**config.mk**
```make
export PLATFORM = sky130hd
export DESIGN_NAME = cbf_ctrl
export DESIGN_NICKNAME = d
export VERILOG_FILES = /design/src/rtl/cbf_pkg.sv /design/src/rtl/cbf_ctrl.sv
export SDC_FILE = /design/constraint.sdc
export NUM_CORES = 1
export LEC_CHECK = 0
export BUFFER_PORTS_ARGS = -buffer_cell sky130_fd_sc_hd__buf_2
export CORE_AREA = 4 4 41 43
export DETAILED_ROUTE_END_ITERATION = 12
export DIE_AREA = 0 0 45 47
export SETUP_SLACK_MARGIN = 0.1
export SYNTH_ARGS = -nofsm -noshare
export SYNTH_HDL_FRONTEND = slang
export SYNTH_SLANG_ARGS = --single-unit
```
**constraint.sdc**
```tcl
create_clock -name clk -period 1.6 [get_ports clk]
set_input_delay 0.24 -clock clk [delete_from_list [all_inputs] [get_ports clk]]
set_output_delay 0.24 -clock clk [all_outputs]
set_load 0.02 [all_outputs]
```
**src/rtl/cbf_pkg.sv**
```systemverilog
// Package for the cubic Bezier flattener: widths, controller states,
// controller/datapath command and status structs. No dependencies.
package cbf_pkg;

    localparam int COORD_W         = 32;
    localparam int TOL_W           = 16;
    localparam int TOL_FRAC_BITS   = 8;
    localparam int DEF_MAX_DEPTH   = 6;
    localparam int DEF_FRAC_BITS   = 16;
    localparam logic [TOL_W-1:0] TOL_RESET = 16'd256;

    typedef enum logic [3:0] {
        ST_IDLE,
        ST_SETUP,
        ST_MUL,
        ST_DECIDE,
        ST_EMIT_MID,
        ST_POP,
        ST_EMIT_END
    } ctrl_state_t;

    typedef struct packed {
        logic load;       // take the input curve into cur
        logic mul_start;  // start the flatness evaluation
        logic split;      // replace cur by left half, push right half
        logic pop;        // load cur from top of stack
        logic mid_out;    // load output register with midpoint
        logic end_out;    // load output register with end point
    } dp_cmd_t;

    typedef struct packed {
        logic flat;
        logic eval_done;
        logic at_limit;
        logic stack_empty;
    } dp_status_t;

endpackage

```
**src/rtl/cbf_ctrl.sv**
```systemverilog
// Controller of the cubic Bezier flattener: sequences evaluation, split,
// pop and output handshake. Uses cbf_pkg.
module cbf_ctrl (
    input  logic                 clk,
    input  logic                 rst_n,
    input  logic                 in_valid,
    output logic                 in_stall,
    output logic                 out_valid,
    input  logic                 out_stall,
    output cbf_pkg::dp_cmd_t     cmd,
    input  cbf_pkg::dp_status_t  status
);
    import cbf_pkg::*;

    ctrl_state_t state_reg, state_next;
    logic        ovalid_reg, ovalid_next;
    logic        out_free;

    assign out_free = !ovalid_reg || !out_stall;

    // next state
    always_comb
    begin
        state_next = state_reg;
        unique case (state_reg)
            ST_IDLE:     if (in_valid) state_next = ST_SETUP;
            ST_SETUP:    state_next = ST_MUL;
            ST_MUL:      if (status.eval_done) state_next = ST_DECIDE;
            ST_DECIDE:
                if (status.flat)          state_next = ST_EMIT_MID;
                else if (!status.at_limit) state_next = ST_SETUP;
                else if (status.stack_empty) state_next = ST_EMIT_END;
                else                      state_next = ST_POP;
            ST_EMIT_MID:
                if (out_free)
                    state_next = status.stack_empty ? ST_EMIT_END : ST_POP;
            ST_POP:      state_next = ST_SETUP;
            ST_EMIT_END: if (out_free) state_next = ST_IDLE;
            default:     state_next = ST_IDLE;
        endcase
    end

    // outputs
    always_comb
    begin
        cmd         = '0;
        ovalid_next = ovalid_reg && out_stall;
        unique case (state_reg)
            ST_IDLE:   cmd.load = in_valid;
            ST_SETUP:  cmd.mul_start = 1'b1;
            ST_DECIDE: cmd.split = !status.flat && !status.at_limit;
            ST_EMIT_MID:
                if (out_free)
                begin
                    cmd.mid_out = 1'b1;
                    ovalid_next = 1'b1;
                end
            ST_POP:    cmd.pop = 1'b1;
            ST_EMIT_END:
                if (out_free)
                begin
                    cmd.end_out = 1'b1;
                    ovalid_next = 1'b1;
                end
            default: ;
        endcase
    end

    assign in_stall  = (state_reg != ST_IDLE);
    assign out_valid = ovalid_reg;

    always_ff @(posedge clk or negedge rst_n)
    begin
        if (!rst_n)
        begin
            state_reg  <= ST_IDLE;
            ovalid_reg <= 1'b0;
        end
        else
        begin
            state_reg  <= state_next;
            ovalid_reg <= ovalid_next;
        end
    end

    a_one_cmd: assert property (@(posedge clk) disable iff (!rst_n)
        $onehot0({cmd.load, cmd.mul_start, cmd.split, cmd.pop, cmd.mid_out, cmd.end_out}))
        else $error("conflicting datapath commands");
    a_no_overwrite: assert property (@(posedge clk) disable iff (!rst_n)
        (ovalid_reg && out_stall) |-> !(cmd.mid_out || cmd.end_out))
        else $error("output overwritten while stalled");
    a_done_in_mul: assert property (@(posedge clk) disable iff (!rst_n)
        status.eval_done |-> state_reg == ST_MUL) else $error("stray evaluation done");
endmodule

```
Word level (Yosys, flattened, before mapping) --
Index checks and enable logic that the tools add are counted.
Cells by class: muxes and demuxes 17, reductions and logical operators 11, equal/unequal tests 10
Operators by type and width (number):
- 4-bit one-hot mux with 7 select lines | 1
- 4-bit 2-to-1 mux | 4
- 4-bit by 3-bit == test with 1-bit output (second input constant) | 3
- 1-bit 2-to-1 mux | 9
- 4-bit by 2-bit == test with 1-bit output (second input constant) | 2
- 2-bit != test (second input constant) | 4
- 3-bit 2-to-1 mux | 2
- 4-bit by 1-bit == test with 1-bit output (second input constant) | 1
- 1-bit logical NOT | 4
- 4-bit logical NOT | 1
- 4-bit AND reduction | 1
- 4-bit nonzero test | 1
- 1-bit logical AND | 2
- 2-bit 2-to-1 mux | 1
- 2-bit OR reduction | 1
- 1-bit logical OR | 1
Storage, ports and cells: word-level logic and storage cells 40, register bits after elaboration 5, input bits 8, output and inout bits 8

Logic depth before layout (Yosys ltp) --
depth in word-level cells 4, depth in mapped cells 4, depth with buffers taken out 3

Worst setup path before layout --
No wires, ideal clock.
path type reg-to-output, start reg state_reg[2], end out cmd[5] (netlist bit), required time 1.360 ns, stages on the path, launching flop included 4, path slack 0.057 ns, path buffers 1, arrival time 1.303 ns, cells stage by stage dfrtp_1 -> buf_2 -> or3_1 -> nor2_1
RTL lines:
- start: declaration | line cbf_ctrl.sv:15 | ctrl_state_t state_reg, state_next;
- start signal: assignment | line cbf_ctrl.sv:81 | state_reg <= state_next;
- end: declaration | line cbf_ctrl.sv:10 | output cbf_pkg::dp_cmd_t cmd,

==> run_results.csv <==
group,metric,value,unit
routing,antenna_left,0,
clock_tree,htree_num_levels,1,
synthesis,synth_top_area_frac,0.293,
routing,drtPass1Iterations,4,
routing,wirelength,892,microns
placement,dp_hpwl,642,microns
timing,worst_pin_slew,331,ps
global_route,antenna_found_initial,0,
synthesis,synth_seq_cells,4,
timing,period_minus_slack,1590,ps
synthesis,synth_top_cell_by_area,"dfrtp_1",
cells_and_area,fillCellCount,152,
timing,setup_viol,0,
worst_setup_path,cpPeakStageDelay,410,ps
cells_and_area,largest_reg_flops,3,
floorplan,row_count,13,
clock_tree,clkLatencyLatePin,240,ps
global_route,grt_max_degree,10,
timing,slew_headroom,0.777,
synthesis,yosys-top-cells-count,"4 x dfrtp_1, 4 x nand2_1, 3 x nor2_1, 3 x nor3_1",
worst_setup_path,end_kind,"output port",
floorplan,die-area,2120,sq um
clock_tree,cts_made_buffers,3,
timing,rsz0062_at_grt,"true",
floorplan,initial_core_util,0.263,
synthesis,yosysSeqAreaShare,0.293,
placement,pre_cts_ws,165,ps
flow_run,drv_cap,0,
worst_setup_path,startpoint_type,"flop",
synthesis,synth_edf_count,0,
clock_tree,clkSinkCount,4,
cells_and_area,multi_input_area,225,sq um
floorplan,die-width,45,microns
synthesis,async_reset_ff_frac,1.00,
power,power_density,2020,nW/um^2
cells_and_area,diodes,0,
status,status,"finished, final reports clean",
timing,max_freq,630,MHz
clock_tree,cts-root-buf,"clkbuf_4",
worst_setup_path,cp_max_fo,5,
routing,routedWlPerCell,11.6,microns
worst_setup_path,crit_family,"simple AND/OR/NAND/NOR gates",
min_path,min-delay-path-class,"in -> reg",
synthesis,netlist_area,342,sq um
cells_and_area,finish.net_count,72,
cells_and_area,post-route-util,0.408,
global_route,gr-usage-all-layers,0.0918,
floorplan,ios,16,
placement,gp_congestion,0.720,
timing,hold_viol_final,0,
synthesis,syn_avg_cell_area,8.54,sq um
routing,viasPerCell,4.77,
clock_tree,clk_pin_slew,40,ps
clock_tree,cts_tree,"built",
synthesis,ys_types,28,
cells_and_area,drive_gt1_frac,0.613,
global_route,overflow,0,
floorplan,die_y,47,microns
timing,fin_crit_sh,0.992,
worst_setup_path,crit_type,"reg -> out",
timing,drv_slew,0,
global_route,grt_pass1_vias,360,
worst_setup_path,crit_chain,"inv_2 > or3_4 > nor3_4 > buf_6",
timing,skew,6.22,ps
floorplan,fp.coreArea,1300,sq um
worst_setup_path,critical_path_required,1360,ps
routing,drc,0,
placement,io_buffers,15,
worst_setup_path,cp_data_arrival_time,1350,ps
power,vdd.ir_drop.worst,0.000690,V
clock_tree,cts_buffer_depth,2,
cells_and_area,ff_latch_area,103,sq um
routing,vias,367,
synthesis,yosys_warnings,0,
power,leakagePower,0.262,nW
worst_setup_path,crit_path_top_delay_cell,"or3_4",
routing,drt_iter0_markers,10,
synthesis,synthFlopType,"dfrtp_1",
cells_and_area,area_delta_synth_final,55.3,%
worst_setup_path,path_buf_inv,2,
synthesis,syn_inst,40,
global_route,grt_pass1_wl,1.41,mm
synthesis,ys_top_cells_by_area,"dfrtp_1 29%, nor3_1 4.4%, a211oi_1 4.4%",
synthesis,synth_nets,48,
timing,setup_ws,12.1,ps
-- worst paths after layout --
check | from | to | slack (ps) | depth (start not counted)
max | state_reg[0] | cmd[3] | 10 | 4
min | out_stall | out_valid | 300 | 3
max reg2reg | state_reg[1] | state_reg[1] | 230 | 4
min reg2reg | state_reg[2] | state_reg[0] | 560 | 1
max in group asynchronous | rst_n | state_reg[0] | 1130 | 2
min in group asynchronous | rst_n | state_reg[2] | 340 | 2
-- metal layers --
metal	routed length, microns	part of all wire	GRT usage
met2	430	0.48	0.133
met5	0	0	0
met1	405	0.45	0.117
met3	56	0.063	0.0230
met4	0	0	0.0702
-- placed cells by master (no fill, tap or decap) --
cell / instances
buf_2: 11
buf_4: 8
nand2_1: 3
clkbuf_4: 3
nor3_2: 2
nor2_1: 2
a21o_1: 2
a211oi_1: 2
dfrtp_1: 2
buf_6: 2
dfrtp_2: 2
or3_1: 1
inv_2: 1
nor3_1: 1
inv_4: 1
and3_1: 1
nand2_2: 1
or3_4: 1
nor3_4: 1
inv_1: 1
nor2_2: 1
nand2b_1: 1
o21ai_2: 1
a31oi_1: 1
mux2_2: 1
or2_2: 1
o221ai_2: 1
and3b_1: 1
a211o_1: 1
o21ai_0: 1
o311ai_0: 1
o32ai_1: 1
a21oi_1: 1
dlygate4sd3_1: 1
-- area by class of cell --
class,count,area share
multi-input cells,30,0.425
inverters,3,0.0259
repair buffers,22,0.278
well taps,15,0.0354
flip-flops and latches,4,0.193
clock buffers,3,0.0425
-- metrics by stage --
stage	cells	power, W	hold slack, ps	cell area (sq um)	TNS, ps
after floorplan	40	0.000684	-55.6	344	0
after global placement	70	0.000826	49.5	437	0
after detailed placement	70	0.000827	51.2	437	0
after CTS	75	0.00101	310	492	0
after global routing	77	0.00116	316	531	-46.3
final	77	0.00107	305	531	0
-- worst register-to-register path, cell delays in order (launching register included) --
cell,delay [ps]
dfrtp_1,390
buf_4,190
mux2_2,350
o221ai_2,180
o32ai_1,120
-- what timing repair did --
action	in CTS	in global routing
hold buffers	1	0
gates resized for setup	6	6
hold endpoints to repair	4	0
buffers inserted	2	2
endpoints found under the setup margin	5	5
-- logic make-up (layout without fill, tap and decap cells) --
group | Yosys count | after routing | synth area share
buf+inv | 6 | 28 | 0.110
flops | 4 | 4 | 0.293
simple gates | 17 | 17 | 0.282
mux | 1 | 1 | 0.0330
compound gates | 12 | 12 | 0.282
-- report_power, final --
| group | switching [W] | total [W] | internal, W |
|---|---|---|---|
| clock network | 0.0000420 | 0.000126 | 0.0000840 |
| logic | 0.000377 | 0.000719 | 0.000342 |
| registers | 0.0000694 | 0.000230 | 0.000160 |
(Power assumes the default switching activity.)
